$ cat src/bm3_pkg.sv
// Shared types and constants for the 3x3 binary morphology filter.
package bm3_pkg;

   localparam int PIX_W = 8;
   localparam int WIN = 5;
   localparam logic [PIX_W-1:0] PIX_WHITE = 8'd255;
   localparam logic [PIX_W-1:0] PIX_BLACK = 8'd0;

   typedef enum logic [1:0] {
      MODE_ERODE  = 2'd0,
      MODE_DILATE = 2'd1,
      MODE_OPEN   = 2'd2,
      MODE_CLOSE  = 2'd3
   } mode_type;

   typedef enum logic [1:0] {
      REG_MODE   = 2'd0,
      REG_MASK   = 2'd1,
      REG_WIDTH  = 2'd2,
      REG_HEIGHT = 2'd3
   } reg_type;

   typedef logic [WIN-1:0][PIX_W-1:0] column_type;
   typedef column_type [WIN-1:0] window_type;

   typedef struct packed {
      logic           res;
      logic           eof;
      mode_type       mode;
      logic [8:0]     mask;
      logic [WIN-1:0] rv;
      logic [WIN-1:0] cv;
   } ctrl_type;

endpackage

$ cat src/bm3_kernel.sv
// Two-level 3x3 erosion and dilation over the 5x5 pixel window.
module bm3_kernel (
   input  bm3_pkg::window_type win,
   input  bm3_pkg::ctrl_type   ctrl,
   output logic [7:0]          result_pixel,
   output logic                changed
);
   import bm3_pkg::*;

   logic [2:0][2:0] ero_w;
   logic [2:0][2:0] dil_w;
   logic            res;

   always_comb begin
      int yc;
      int xc;
      int ey;
      int ex;
      int y;
      int x;
      logic fe;
      logic fd;
      logic fo;
      logic fc;
      for (yc = 1; yc <= 3; yc++) begin
         for (xc = 1; xc <= 3; xc++) begin
            fe = 1'b0;
            fd = 1'b0;
            for (ey = 0; ey < 3; ey++) begin
               for (ex = 0; ex < 3; ex++) begin
                  y = yc + ey - 1;
                  x = xc + ex - 1;
                  if (ctrl.mask[ey*3+ex] && ctrl.rv[y] && ctrl.cv[x]) begin
                     if (win[4-x][4-y] == PIX_WHITE) begin
                        fe = 1'b1;
                     end
                     if (win[4-x][4-y] == PIX_BLACK) begin
                        fd = 1'b1;
                     end
                  end
               end
            end
            ero_w[yc-1][xc-1] = fe;
            dil_w[yc-1][xc-1] = !fd;
         end
      end
      fo = 1'b0;
      fc = 1'b0;
      for (y = 1; y <= 3; y++) begin
         for (x = 1; x <= 3; x++) begin
            if (ctrl.mask[(y-1)*3+(x-1)] && ctrl.rv[y] && ctrl.cv[x]) begin
               if (!ero_w[y-1][x-1]) begin
                  fo = 1'b1;
               end
               if (dil_w[y-1][x-1]) begin
                  fc = 1'b1;
               end
            end
         end
      end
      case (ctrl.mode)
         MODE_ERODE:  res = ero_w[1][1];
         MODE_DILATE: res = dil_w[1][1];
         MODE_OPEN:   res = !fo;
         default:     res = fc;
      endcase
   end

   assign result_pixel = res ? PIX_WHITE : PIX_BLACK;
   assign changed = (result_pixel != win[2][2]);

endmodule

$ cat config.mk
export PLATFORM = sky130hd
export DESIGN_NAME = bm3_kernel
export DESIGN_NICKNAME = d
export VERILOG_FILES = /design/src/bm3_pkg.sv /design/src/bm3_kernel.sv
export SDC_FILE = /design/constraint.sdc
export NUM_CORES = 1
export LEC_CHECK = 0
export BUFFER_PORTS_ARGS = -buffer_cell sky130_fd_sc_hd__buf_2
export CAP_MARGIN = 10
export CORE_MARGIN = 4
export CORE_UTILIZATION = 28
export DETAILED_ROUTE_END_ITERATION = 16
export PLACE_DENSITY = 0.65
export SLEW_MARGIN = 10
export SYNTH_ARGS = -nofsm -noshare
export SYNTH_HDL_FRONTEND = slang
export SYNTH_SLANG_ARGS = --single-unit
$ cat constraint.sdc
create_clock -name vclk -period 3.2
set_input_delay 0.48 -clock vclk [all_inputs]
set_output_delay 0.48 -clock vclk [all_outputs]
set_load 0.02 [all_outputs]
==> results by group <==
Layout
  – FF+latch count: 0
  – Layout clock buffer count: 0
  – Fraction of final layout cells with drive strength greater than 1: 45.7%
  – Final Util: 50.3%
  – Final #Nets: 901
  – Fillers: 914
  – Antenna diode instance count: 0
  – Layout-stage area growth over the synthesis result: 75.7%
  – Multi-input combinational cell area: 2220 um^2
  – Register area: 0 um^2
  – Non-filler cells, final: 781

Outcome
  – Outcome: complete, but fails checks
  – Violated checks: negative setup slack

Drt
  – Routed vias/inst: 6.27
  – Remaining DRCs: 0
  – Number of vias after detailed routing: 4,897
  – Detailed-route wire length per cell: 19.8 um
  – Initial detailed-routing violation count: 384
  – Number of antenna-violating nets in the routed design: 0
  – First drt pass iteration count: 7
  – Routed wire length: 15.5 mm

Power and ir drop
  – Leak pwr: 0.00167 uW
  – Worst supply voltage drop on vdd: 0.0543 mV
  – Ratio of total power to cell area: 107 nW/um^2

Timing
  – Tightest Pin Transition: 898 ps
  – Number of endpoints failing setup at the final stage: 9
  – Maximum clock rate: 0.292 GHz
  – Max-slew headroom at the worst pin: 39.4%
  – Portion of the clock cycle consumed by the worst path in the final layout: 107%
  – Total count of max-transition violations in the final report: 0
  – Final Hold Violating Endpoints: 0
  – Shortest period the worst path allows: 3420 ps
  – Final setup slack of the worst path: -222 ps
  – Setup repair after global routing missed its margin: true

GRT
  – Total congestion overflow after global routing: 0
  – Antenna violations before repair: 0
  – Wire length of the first global-routing pass: 23.4 mm
  – Pin count of the biggest net entering global routing: 16
  – Met3 usage: 6.03%
  – Busiest layer in global routing: met2
  – Total routing usage reported by global routing: 29.1%
  – Global-route met1 utilization: 37.2%
  – Vias in the first global route: 4,724
  – Met2 capacity usage during global routing: 51.8%

Floorplan
  – Width of the die: 99.4 um
  – Die Ht: 99.4 um
  – Die Outline Area: 9880 um^2
  – Site Rows: 33
  – IO Count: 232
  – Core outline area: 8180 um^2
  – Starting Density: 28.6%

Logic synthesis
  – Synthesized netlist cell count: 404
  – Cell Area, Synth: 2340 um^2
  – Distinct cell type count of the synthesized netlist: 44
  – Number of synthesis warnings: 0
  – Mean Syn Cell Area: 5.79 um^2
  – Nets in the synthesized netlist: 627
  – Post-synthesis sequential area ratio: 0%

Run
  – # Max-Cap Violations: 0

Clocking
  – Cts-stage hold buffer count: 0
  – Setup repair bufs after CTS: 0

Worst setup path
  – Crit-path cells: buf_2 -> or4_4 -> or4b_4 -> o41ai_4 -> nor3_2 -> a21oi_2 -> a41oi_2 -> o311a_1 -> mux2i_2 -> buf_4
  – Type of element capturing the critical path: primary output
  – Arrival time reported for the critical path endpoint: 2940 ps
  – Maximum fanout along the worst path: 2
  – Required time reported for the critical path endpoint: 2720 ps
  – CP peak stage delay: 500 ps
  – CP max-delay cell: sky130_fd_sc_hd__or4b_4
  – Type of origin of the critical path: input pin
  – Critical path class: input pin to primary output

Worst hold path
  – Worst min-delay path class: input pin to primary output

Placed design
  – Placed Cells: 781
  – IO buf count: 230
  – GP Congestion: 0.942
  – Placed wire-length estimate: 13.6 mm
-- cell usage after synthesis (all sizes together), types with 3 or more instances --
master | instances | share of area (%)
o21ai | 8 | 1.7
a41oi | 3 | 1.1
nor4 | 58 | 16
buf | 8 | 2.6
a21oi | 3 | 0.80
nor3 | 43 | 9.2
a31oi | 10 | 2.7
nand4 | 67 | 18
a221oi | 4 | 1.5
o211ai | 3 | 0.96
a2111oi | 3 | 1.1
inv | 5 | 0.80
and3 | 4 | 1.1
o22ai | 19 | 5.1
and2 | 10 | 2.7
nand3 | 35 | 7.5
clkbuf | 20 | 3.2
o2111ai | 3 | 1.1
or4 | 4 | 1.3
nand2 | 45 | 7.2
o221ai | 4 | 1.5
nor2 | 16 | 2.6
a32oi | 5 | 1.9
-- repair_timing --
item                       4_1_cts  5_1_grt
setup endpoints to repair        9        9
pin swaps                        0        0
cloned                           0        0
gates resized for setup         20        4
-- per-stage QoR --
| step | TNS, ps | power (uW) | hold WS (ps) | instance area (um^2) | setup WS (ps) |
|---|---|---|---|---|---|
| floorplan | 0 | 149 | 1340 | 2340 | 39.8 |
| global placement | -2040 | 399 | 1570 | 4020 | -253 |
| detailed placement | -2210 | 407 | 1570 | 4020 | -266 |
| CTS | -1970 | 428 | 1550 | 4090 | -255 |
| global route | -2810 | 473 | 1590 | 4110 | -350 |
| finish | -1720 | 440 | 1560 | 4110 | -222 |
-- final cells by class --
class	count	share of cell area (%)
Inverter	5	0.457
Multi-Input combinational cell	371	54.0
Tap cell	105	3.20
Timing Repair Buffer	300	42.3
-- final timing paths --
check,startpoint,endpoint,slack (ps),cells past startpoint
setup / recovery,win[37],changed,-220,10
hold / removal,win[96],changed,1560,5
-- layout by cell type, fill, tap and decap left out, drive strengths merged, types with 5 or more instances in the layout --
cell   netlist  layout
a31oi       10      10
a32oi        5       5
and2        10      10
buf          8     300
inv          5       5
nand2       45      45
nand3       35      35
nand4       67      67
nor2        16      16
nor3        43      43
nor4        58      58
o21ai        8       8
o22ai       19      19
-- worst max-delay path, delay by kind of cell --
kind                   cells  cell delay [ps]
buffers and inverters      2              270
and+or+nand+nor            3             1080
muxes                      1              180
AOI/OAI and AO/OA          4              930
-- metal layers --
layer / part of all wire (%) / vias up
met1: 39 / 2264
met5: 0 / -
met2: 48 / 313
met3: 11 / 28
li1: - / 2292
met4: 1.3 / 0
-- kinds of logic (layout without fill, tap and decap cells) --
logic type             after synthesis  after routing  share of synthesized area, %
and+or+nand+nor                    286            286                          66.3
buffers and inverters               33            305                          6.58
AOI/OAI and AO/OA                   84             84                          26.7
muxes                                1              1                         0.428
-- power breakdown --
group          switching (uW)  total [uW]  internal (uW)
logic                     233         440            207
registers                   0           0              0
clock network               0           0              0
No activity file was read; power rests on OpenSTA's default activity.
