==> src/bm3_pkg.sv <==
// Shared types and constants for the 3x3 binary morphology filter.
package bm3_pkg;

   localparam int PIX_W = 8;
   localparam int WIN = 5;
   localparam logic [PIX_W-1:0] PIX_WHITE = 8'd255;
   localparam logic [PIX_W-1:0] PIX_BLACK = 8'd0;

   typedef enum logic [1:0] {
      MODE_ERODE  = 2'd0,
      MODE_DILATE = 2'd1,
      MODE_OPEN   = 2'd2,
      MODE_CLOSE  = 2'd3
   } mode_type;

   typedef enum logic [1:0] {
      REG_MODE   = 2'd0,
      REG_MASK   = 2'd1,
      REG_WIDTH  = 2'd2,
      REG_HEIGHT = 2'd3
   } reg_type;

   typedef logic [WIN-1:0][PIX_W-1:0] column_type;
   typedef column_type [WIN-1:0] window_type;

   typedef struct packed {
      logic           res;
      logic           eof;
      mode_type       mode;
      logic [8:0]     mask;
      logic [WIN-1:0] rv;
      logic [WIN-1:0] cv;
   } ctrl_type;

endpackage

==> src/bm3_cell.sv <==
// One window column cell that passes its column to the next cell on each shift.
module bm3_cell (
   input  logic                clock,
   input  logic                shift,
   input  bm3_pkg::column_type col_in,
   output bm3_pkg::column_type col_out
);
   import bm3_pkg::*;

   column_type col_ff;

   always_ff @(posedge clock) begin
      if (shift) begin
         col_ff <= col_in;
      end
   end

   assign col_out = col_ff;

endmodule

==> config.mk <==
export PLATFORM = sky130hd
export DESIGN_NAME = bm3_cell
export DESIGN_NICKNAME = d
export VERILOG_FILES = /design/src/bm3_pkg.sv /design/src/bm3_cell.sv
export SDC_FILE = /design/constraint.sdc
export NUM_CORES = 1
export LEC_CHECK = 0
export BUFFER_PORTS_ARGS = -buffer_cell sky130_fd_sc_hd__buf_2
export CAP_MARGIN = 20
export CORE_UTILIZATION = 30
export DETAILED_ROUTE_END_ITERATION = 12
export SYNTH_ARGS = -nofsm -noshare
export SYNTH_HDL_FRONTEND = slang
export SYNTH_SLANG_ARGS = --single-unit
==> constraint.sdc <==
create_clock -name clock -period 0.8 [get_ports clock]
set_input_delay 0.16 -clock clock [delete_from_list [all_inputs] [get_ports clock]]
set_output_delay 0.16 -clock clock [all_outputs]
set_load 0.005 [all_outputs]
==> results of run 1 <==
[routing by layer]
| metal | part of all wire (%) | vias up |
|---|---|---|
| li1 | - | 343 |
| met1 | 36 | 321 |
| met2 | 50 | 49 |
| met3 | 12 | 4 |
| met4 | 1.7 | 0 |
| met5 | 0 | - |
[area by class of cell]
type / instances / area (µm²) / share of cell area, %
repair buffers: 83 / 432.9 / 24.40
well taps: 48 / 60.06 / 3.385
clock inverters: 1 / 3.754 / 0.2116
flip-flops and latches: 40 / 1201 / 67.70
clock buffers: 7 / 76.32 / 4.302
[power groups by stage]
| stage | logic (µW) | clock network [µW] | registers, µW |
|---|---|---|---|
| floorplan | 0 | 0 | 2600 |
| global placement | 324 | 0 | 2570 |
| detailed placement | 330 | 0 | 2570 |
| CTS | 330 | 1250 | 2530 |
| global route | 352 | 1330 | 2540 |
| finish | 321 | 1200 | 2530 |
[metrics by stage]
step / setup TNS, ns / area, µm² / std cells
global route: -6.789 / 1774 / 179
detailed placement: 0 / 1694 / 171
finish: -5.134 / 1774 / 179
floorplan: 0 / 1201 / 40
CTS: -5.842 / 1774 / 179
global placement: 0 / 1694 / 171
[layout by cell type, fill, tap and decap left out, drive strengths merged]
| cell | n |
|---|---|
| buf | 83 |
| clkbuf | 7 |
| clkinv | 1 |
| edfxtp | 40 |
[worst paths after layout]
| check | slack [ns] | start | endpoint | cells after the start |
|---|---|---|---|---|
| min | 0.05 | col_in[24] | col_out[24]$_DFFE_PP_ | 1 |
| max | -0.15 | col_out[36]$_DFFE_PP_ | col_out[36] | 1 |
[kinds of logic (layout without fill, tap and decap cells)]
kind of cell / Yosys count / count (layout) / share of synthesized area (%)
buf+inv: 0 / 91 / 0
flops: 40 / 40 / 100.0
==> results summary, run 1 <==
The count of buffers added by post-CTS timing repair for setup came out at 0. The floorplan die area is 4261 µm². The final-report max-slew violation count is 0.

The DRC violation total after the first TritonRoute iteration came out at 11. The vias per cell came out at 4.006. Global routing used 11.46% of the available met1 tracks. The initial standard-cell utilization of the core came out at 32.09%. Counting both buffers and inverters, the worst setup path holds a total of 1. The flip-flop count of the largest register, all copies and words added came out at 40. The critical path goes through buf_2.

The largest fanout of any net on the critical path came out at 1. Entering global routing, the biggest net connects 31 pins. For this design the static power due to leakage is 0.0007642 µW. The internal power contribution came out at approximately 3300 µW. The row count came out at 22. The deepest clock path buffer count is 2. The synthesized area per cell is around 30 µm².

The overall via count from detail_route came out at 717. The path class of the tightest hold or removal check is primary input to register. The top cell type by area accounts for 100.0% of the synthesized area. The HPWL after detailed placement is approximately 1600 µm.

The initial antenna violation count is 0. The number of nets in the layout is 172. Setup repair after global routing could not meet its margin everywhere. The worst setup timing slack at the placement stage is approximately 0.0075 ns. The share of synthesized flip-flops with an asynchronous set or reset is 0%. TritonCTS built the clock tree. STA classifies the critical path startpoint as a register.

The leading register cell type out of synthesis is sky130_fd_sc_hd__edfxtp_1. The final number of hold-violating endpoints came out at 0. The total chip power is 4046 µW. The routability congestion estimate from global placement came out at 0.6185. The combinational fraction of design power came out at 7.9%. The met2 layer usage reported by global route came out at 15.85%.

The part of the Yosys area used for sequential elements came out at 100.0%. STA classifies the critical path endpoint as an output pin. The switching share of power came out at 19.01%. The met3 usage in global routing is 6.076%. The clock-pin transition on the worst setup and hold timing paths came out at 0.07 ns.

Of the cells placed in the final design, the portion with a size suffix greater than 1 is 67.18%. The number of global-route vias before repair is 663. Hold timing on the final database bottoms out at a slack of 0.05157 ns.

The number of diodes added for antenna fixing is 0. The part of the power in the clock network is 29.6%. Synthesis handed over a netlist of 40 instances. The wire length of the first global-routing pass came out at 3056 µm. The die width came out at 65.28 µm. The count of input and output buffers came out at 81.

Summed over all layers, the routed wires come to 2132 µm. The area growth from synthesis to layout came out at 47.71%. Yosys instantiated no cell more often than sky130_fd_sc_hd__edfxtp_1. The cell area after technology mapping is about 1200 µm². In the synthesized netlist, the cells that appear most often are sky130_fd_sc_hd__edfxtp_1 (40). The biggest area contributor in the post-synthesis netlist is sky130_fd_sc_hd__edfxtp_1. On the worst path, the slowest cell contributes a delay of around 0.38 ns. Setup violations remaining at the end of the flow were counted as 40. The required arrival time at the worst endpoint came out at 0.64 ns. In this run the power density over the cells is 2280 nW/µm².

The layer flagged by global routing as most heavily used is met2. The slowest stage of the critical path belongs to the cell sky130_fd_sc_hd__edfxtp_1. Per report_power, the sequential group accounts for 62.4% of the total. The count of antenna-violating nets left after detailed routing is 0.

The net count after synthesis came out at 82. The clock sink count came out at 40. The number of buffers created by CTS is 5. After detailed routing, the average wire length per cell comes to 11.91 µm. The number of optimization iterations in the first detailed-route pass came out at 2. The max capacitance violation total is 0.

The worst max-slew margin expressed relative to the limit came out at 89.07%. Across all setup checks in the final design, the least slack found is -0.1523 ns. Of the available clock period, the critical path in the final layout requires 119.0%.

The number of register bits inferred by synthesis came out at 40. The slew of the pin with the lowest slew margin came out at 0.1640 ns. The critical path start-end classification is register to output pin. The data arrival time of the critical path is a little under 0.8 ns.

In this run, distinct cell masters in the synthesized netlist total 1. Buffers inserted to repair hold after CTS numbered 0. For this run, the total global-route usage over all layers was measured as 10.47%. The count of H-tree levels built during CTS is 2. During synthesis, Yosys emitted a total of 0 warnings.

In this run the vertical extent of the chip is 65.28 µm. The worst voltage drop across the vdd grid is 1.249 mV. The end-of-flow core utilization is 47.39%. The number of fillers in the final layout is about 350.

The number of primary I/O pins is 82. The aggregate global routing overflow is 0. The root buffer cell is sky130_fd_sc_hd__clkbuf_8. The area taken by multi-input logic gates is 0 µm². The core outline area came out at 3744 µm². The timing-limited maximum frequency came out at 1.050 GHz. After clock tree synthesis, the repair step resized 0 gates.

The switching power total is 769.1 µW. Multi-input combinational cells in the finished layout were counted as 0. The final reports fail on setup timing. The run finished, with violations left. Grouping stages by cell kind, the critical path spends the most delay in flip-flops.

Subtracting the final worst setup slack from the clock period gives 0.9523 ns. Ranked by total cell area, the synthesized netlist is headed by sky130_fd_sc_hd__edfxtp_1 (100%). The number of enable flip-flop cells after synthesis came out at 40. The number of remaining DRC errors came out at 0.
Power figures use the tool's default switching activity.
==> run 2: changes to the inputs <==
--- a/config.mk
+++ b/config.mk
@@ -7,6 +7,7 @@
 export LEC_CHECK = 0
 export BUFFER_PORTS_ARGS = -buffer_cell sky130_fd_sc_hd__buf_2
 export CAP_MARGIN = 20
+export CORE_ASPECT_RATIO = 0.7
 export CORE_UTILIZATION = 30
 export DETAILED_ROUTE_END_ITERATION = 12
 export SYNTH_ARGS = -nofsm -noshare
==> run 2 against run 1 <==
The flow still finishes with violations (setup timing). Sequential share of layout area fell by 0.71 points. Fmax fell by 2.4%. Flip-flop and latch count did not move. Non-clock buffer count did not move. Die area barely moved. Hold slack got worse by 0.0054 ns. Total power rose by 1.5%. Critical path type unchanged. First-iteration DRC count rose by 120%. Critical path depth did not move. Largest power group unchanged.
==> results summary, run 2 (synthesis results as in run 1) <==
The tree is rooted in a sky130_fd_sc_hd__clkbuf_8. The routability congestion estimate from global placement is 0.7144. The final reports fail on setup timing. The number of optimization iterations in the first detailed-route pass is 3. The TritonCTS clock tree is done. Data arrives at the worst endpoint at 0.82 ns. The largest single stage delay on the critical path is a little under 0.4 ns.

The number of primary I/O pins came out at 82. Counting both buffers and inverters, the worst setup path holds a total of 1. Along the worst hold path, the cell count comes to 1. The floorplan die area is 4265 µm². The wire length of the first global-routing pass is 3394 µm. The count of buffers added by post-CTS timing repair for setup came out at 0. The filler cells instantiated in the layout total 331. The flow ran to the end, but the final reports show violations. The flip-flop count of the largest register, all copies and words added came out at 40. Global routing finished with a remaining overflow of 0. The worst max-slew margin expressed relative to the limit is 91.22%. The die width is 77.63 µm.

The worst setup path is launched from a register. Combinational cells account for 8.2% of the total power. Dividing the final minimum period by the clock period gives 122.0%. The max capacitance violation total is 0.

Internal power comes to 3280 µW. The worst hold margin came out at about 0.046 ns. The longest clock path from root to sink contains 2 buffers.

The worst hold path begins at col_in[35]. The largest fanout of any net on the critical path came out at 1. The count of antenna-violating nets left after detailed routing came out at 0.

From synthesis to final layout, the design area changed by 49.27%. The initialized floorplan defines 18 standard-cell rows. The clock tree synthesis step divided the H-tree into 2 levels. The worst setup path is of the register to output pin kind. The number of global-route vias before repair is 716. The slowest stage of the critical path belongs to the cell sky130_fd_sc_hd__edfxtp_1. The aggregate global-route resource usage came out at between 10% and 20%. The per-cell routed wire length came out at 13.12 µm.

The area taken by multi-input logic gates came out at 0 µm². The initial standard-cell utilization of the core came out at 32.72%. The number of buffers inserted by hold repair at cts came out at 0.

The capture endpoint of the worst hold path is col_out[35]$_DFFE_PP_. The worst-case IR drop observed on VDD is slightly above 1 mV. The required arrival time at the worst endpoint came out at 0.64 ns. The switching power total came out at 825.1 µW. The worst setup path is captured at an output pin. The worst path setup slack after routing is -0.1758 ns. Setup violations remaining at the end of the flow were counted as 40.

Once layout is complete, the utilization of the core stands at between 40% and 50%. For this design, the sink count on the clock tree is 40. Cells with a size suffix above 1 make up 67.94% of the layout.

The clock-pin transition on the worst setup and hold timing paths came out at 0.07 ns. The total power per unit cell area is between 2000 and 2500 nW/µm². The count of input and output buffers came out at ~80.

The library cells used most frequently in the layout, excluding fill and tap cells, are sky130_fd_sc_hd__buf_2 (81), sky130_fd_sc_hd__edfxtp_1 (40), sky130_fd_sc_hd__clkbuf_8 (5). The number of remaining DRC errors came out at 0. The total wire length after detailed routing is 2374 µm.

The overall via count from detail_route is 730. The min-delay analysis places its worst path in the category primary input to register. The final number of hold-violating endpoints came out at 0. Broken down by cell family, the worst path's largest delay share belongs to flip-flops.

The part of the power in the clock network is 30.2%. Entering global routing, the biggest net connects 25 pins. The y dimension of the die came out at roughly 55 µm. The total leakage power is approximately 0.00077 µW. The register share of total power came out at 61.5%. In the layout the tool counted multi-input logic cells amounting to 0. The switching share of power came out at 20.10%.

The DRC violation total after the first TritonRoute iteration came out at 24. The final setup TNS came out at -5.586 ns. Setup repair after global routing could not meet its margin everywhere. The vias per cell is 4.033. The number of diodes added for antenna fixing came out at 0. The initial antenna violation count is 0. The core outline area came out at 3671 µm². Walking the worst path, the cells encountered are buf_2. In the final design database the tool counted 172 nets. The worst setup timing slack at the placement stage is 0.005613 ns. The final period demand of the worst path is 0.9758 ns. The number of buffers created by CTS is 5.

The timing-limited maximum frequency is 1.025 GHz. Leaving out fill and tap cells, the most frequent cell in the layout is sky130_fd_sc_hd__buf_2. The slew of the pin with the lowest slew margin came out at 0.1317 ns.

The final-report max-slew violation count came to 0. The post-cts sizing count came out at 0.
[run 2: routing by layer]
layer,vias to the layer above,global-route usage (%),part of all wire [%]
met2,47,19.91,48
met5,-,0,0
met4,0,9.434,2.8
li1,339,-,-
met1,338,13.20,41
met3,6,3.934,8.4
[run 2: power by group through the flow]
stage / clock network, µW / logic, µW / registers [µW]
after floorplan: 0 / 0 / 2600
after global placement: 0 / 339 / 2570
after detailed placement: 0 / 344 / 2580
after CTS: 1290 / 345 / 2530
after global routing: 1380 / 367 / 2540
final: 1240 / 337 / 2530
[run 2: final cells by class]
cell class | count | area (µm²) | share of cell area, %
Clock buffer | 6 | 72.57 | 4.047
Timing Repair Buffer | 83 | 445.4 | 24.84
Tap cell | 50 | 62.56 | 3.489
Sequential cell | 40 | 1201 | 66.99
Clock inverter | 2 | 11.26 | 0.6281
[run 2: worst max-delay path by stage]
stage / slack (ns) / start / depth (start not counted) / to
floorplan: 0.28 / col_out[0]$_DFFE_PP_ / 0 / col_out[0]
global placement: 0.02 / shift / 2 / col_out[12]$_DFFE_PP_
detailed placement: 0.006 / shift / 2 / col_out[12]$_DFFE_PP_
CTS: -0.19 / col_out[18]$_DFFE_PP_ / 1 / col_out[18]
global route: -0.22 / col_out[16]$_DFFE_PP_ / 1 / col_out[16]
finish: -0.18 / col_out[21]$_DFFE_PP_ / 1 / col_out[21]
[run 2: stage by stage]
step           instances  power (µW)  cell area [µm²]
5_1_grt              181        4288             1793
4_1_cts              181        4162             1793
2_1_floorplan         40        2602             1201
6_report             181        4105             1793
3_3_place_gp         173        2905             1709
3_5_place_dp         173        2921             1709
==> run 3: changes to the inputs <==
--- a/config.mk
+++ b/config.mk
@@ -7,7 +7,7 @@
 export LEC_CHECK = 0
 export BUFFER_PORTS_ARGS = -buffer_cell sky130_fd_sc_hd__buf_2
 export CAP_MARGIN = 20
-export CORE_ASPECT_RATIO = 0.7
+export CORE_ASPECT_RATIO = 1.25
 export CORE_UTILIZATION = 30
 export DETAILED_ROUTE_END_ITERATION = 12
 export SYNTH_ARGS = -nofsm -noshare
==> run 3 against run 2 <==
The run still ends with setup timing left. Setup slack better by 0.019 ns. Total power fell by 1.2%. Largest cell class unchanged. Hold slack improved by 0.0043 ns. Combinational power fell by 2%. Sequential power barely moved. Clock-buffer cell count rose by 1. Sequential share of layout area about the same. Flip-flop and latch count unchanged. Critical path depth unchanged. Critical path type unchanged.
==> results summary, run 3 (synthesis results as in run 1) <==
The flow ran to the end, but the final reports show violations. The per-cell routed wire length came out at 11.57 µm. The register with the most flip-flops in the layout has 40 of them. After layout, the worst setup slack is -0.1573 ns. For this run, the slowest stage of the critical path takes about 0.38 ns. Gates resized during post-CTS repair numbered 0.

The critical path starts at col_out[33]$_DFFE_PP_. STA classifies the critical path endpoint as an output pin. In this run the number of H-tree levels came out at 2.

OpenSTA, run right after detailed placement, puts the worst setup slack at roughly 0.015 ns. Entering global routing, the biggest net connects 23 pins. The max capacitance violation total came out at 0. The number of remaining DRC errors came out at 0. In this run the horizontal extent of the chip is 58.60 µm. The commonest non-fill, non-tap cell in the layout is sky130_fd_sc_hd__buf_2. The most critical setup path has its endpoint at col_out[33]. In this run, post-CTS hold repair placed 0 buffers.

The core outline area is 3816 µm². The final number of hold-violating endpoints is 0. The count of buffers added on input and output ports is 81. For the pin with the worst max-slew slack, the measured transition is 0.1203 ns. The number of primary I/O pins is 82.

The floorplan die area is between 4000 and 5000 µm². The congestion estimate from routability-driven global placement came to 0.7360. The signal on the critical path passes through buf_2. In the layout the commonest cells are sky130_fd_sc_hd__buf_2 (81), sky130_fd_sc_hd__edfxtp_1 (40), sky130_fd_sc_hd__clkbuf_8 (5). The kind of cell with the highest combined delay along the critical path is flip-flops. Including well taps, the total number of placed cells is around 180.

The deepest clock path buffer count is 2. Multi-input combinational cells in the finished layout were counted as 0. Global routing consumed, over all layers together, 10.80% of the routing resources.

The total leakage power came out at 0.0007688 µW. The share of post-route cells with drive strength above 1 is 67.18%. The total chip power is 4055 µW. The number of cells on the critical path is 1. The final reports fail on setup timing.

Clock tree synthesis selected as its root buffer the cell sky130_fd_sc_hd__clkbuf_8. The worst setup path is launched from a register. The total wire length after detailed routing came out at 2141 µm.

The final setup TNS is -5.197 ns. In this run the power density over the cells is 2260 nW/µm². The clock-pin transition on the worst setup and hold timing paths came out at 0.07 ns. The largest fanout of any net on the critical path is 1.

The number of standard cells in the final layout excluding fillers came out at 185. Measured against its own limit, the worst slew margin works out to 91.98%. The timing-limited maximum frequency came out at approximately 1.0 GHz. The final period demand of the worst path came out at 0.9573 ns. The ratio of final minimum period to clock period came out at 119.7%. The final-report max-slew violation count came out at 0. After detailed placement, the total cell area comes to ~1700 µm². The clock sink count is 40.

The count of buffers added by post-CTS timing repair for setup is 0. Counting both buffers and inverters, the worst setup path holds a total of 1. The area taken by multi-input logic gates is 0 µm².

The floorplan has 25 rows. Across the VDD grid, the largest voltage drop is 1.213 mV. The number of nets in the layout came out at ~170. The DRC violation total after the first TritonRoute iteration came out at 5. The initial antenna violation count came out at 0. The data arrival time of the critical path is roughly 0.80 ns. The count of antenna-violating nets left after detailed routing came out at 0.

Before antenna repair, the detailed router went through 2 iterations. The highest-delay cell along the critical path is sky130_fd_sc_hd__edfxtp_1. The vias per cell came out at 3.897. Setup repair after global routing could not meet its margin everywhere.

Detailed routing inserted a total of 721 vias. The die is 72.75 µm tall. Buffers inserted during clock tree synthesis total 5. Compared with the post-synthesis result, the final layout area differs by 49.37%. For the worst setup path, the data required time is 0.64 ns. Setup violations remaining at the end of the flow were counted as 40. The critical path is of the register to output pin type. The number of global-route vias before repair was between 700 and 800. The first global-routing pass estimated between 3000 and 4000 µm of wire. The number of diodes added for antenna fixing came out at 0.

The aggregate global routing overflow is 0. Once the floorplan was initialized, standard cells occupied 31.48% of the core. The final design area excluding fillers is 1794 µm². TritonCTS built the clock tree. The class of the worst hold path is primary input to register.
==> run 3: cell types whose count changed in the layout (fill, tap and decap cells not counted), sizes merged <==
| cell | previous run | this run |
|---|---|---|
| clkbuf | 6 | 7 |
| clkinvlp | 1 | 0 |
==> run 3: worst min path at each step <==
| stage | end | cells after the start | start | slack (ns) |
|---|---|---|---|---|
| after floorplan | col_out[0]$_DFFE_PP_ | 0 | col_in[0] | 0.26 |
| after global placement | col_out[8]$_DFFE_PP_ | 1 | col_in[8] | 0.34 |
| after detailed placement | col_out[5]$_DFFE_PP_ | 1 | col_in[5] | 0.34 |
| after CTS | col_out[23]$_DFFE_PP_ | 1 | col_in[23] | 0.04 |
| after global routing | col_out[23]$_DFFE_PP_ | 1 | col_in[23] | 0.03 |
| final | col_out[39]$_DFFE_PP_ | 1 | col_in[39] | 0.05 |
==> run 3: power breakdown <==
group	internal (µW)	leakage, µW	switching, µW
Sequential	2490	0.000391	34.5
Clock	606	0.0000399	597
Combinational	188	0.000337	141
Total	3280	0.000769	772
==> run 3: through the flow <==
| step | utilization [%] | hold slack [ns] |
|---|---|---|
| finish | 47.02 | 0.05044 |
| global route | 47.02 | 0.03039 |
| CTS | 47.02 | 0.03709 |
| detailed placement | 44.92 | 0.3381 |
| global placement | 44.92 | 0.3367 |
| floorplan | - | 0.2589 |
==> run 3: cell type report <==
| type | instances | area (µm²) |
|---|---|---|
| clock inverters | 1 | 3.754 |
| repair buffers | 83 | 445.4 |
| fillers | 362 | 2022 |
| clock buffers | 7 | 76.32 |
| well taps | 54 | 67.56 |
| flip-flops and latches | 40 | 1201 |
==> run 3: layer usage <==
layer	vias to the layer above	track usage, %	share of wire (%)
li1	339	-	-
met1	321	7.674	30
met5	-	0	0
met3	5	7.270	14
met4	0	7.143	2.8
met2	56	19.54	53
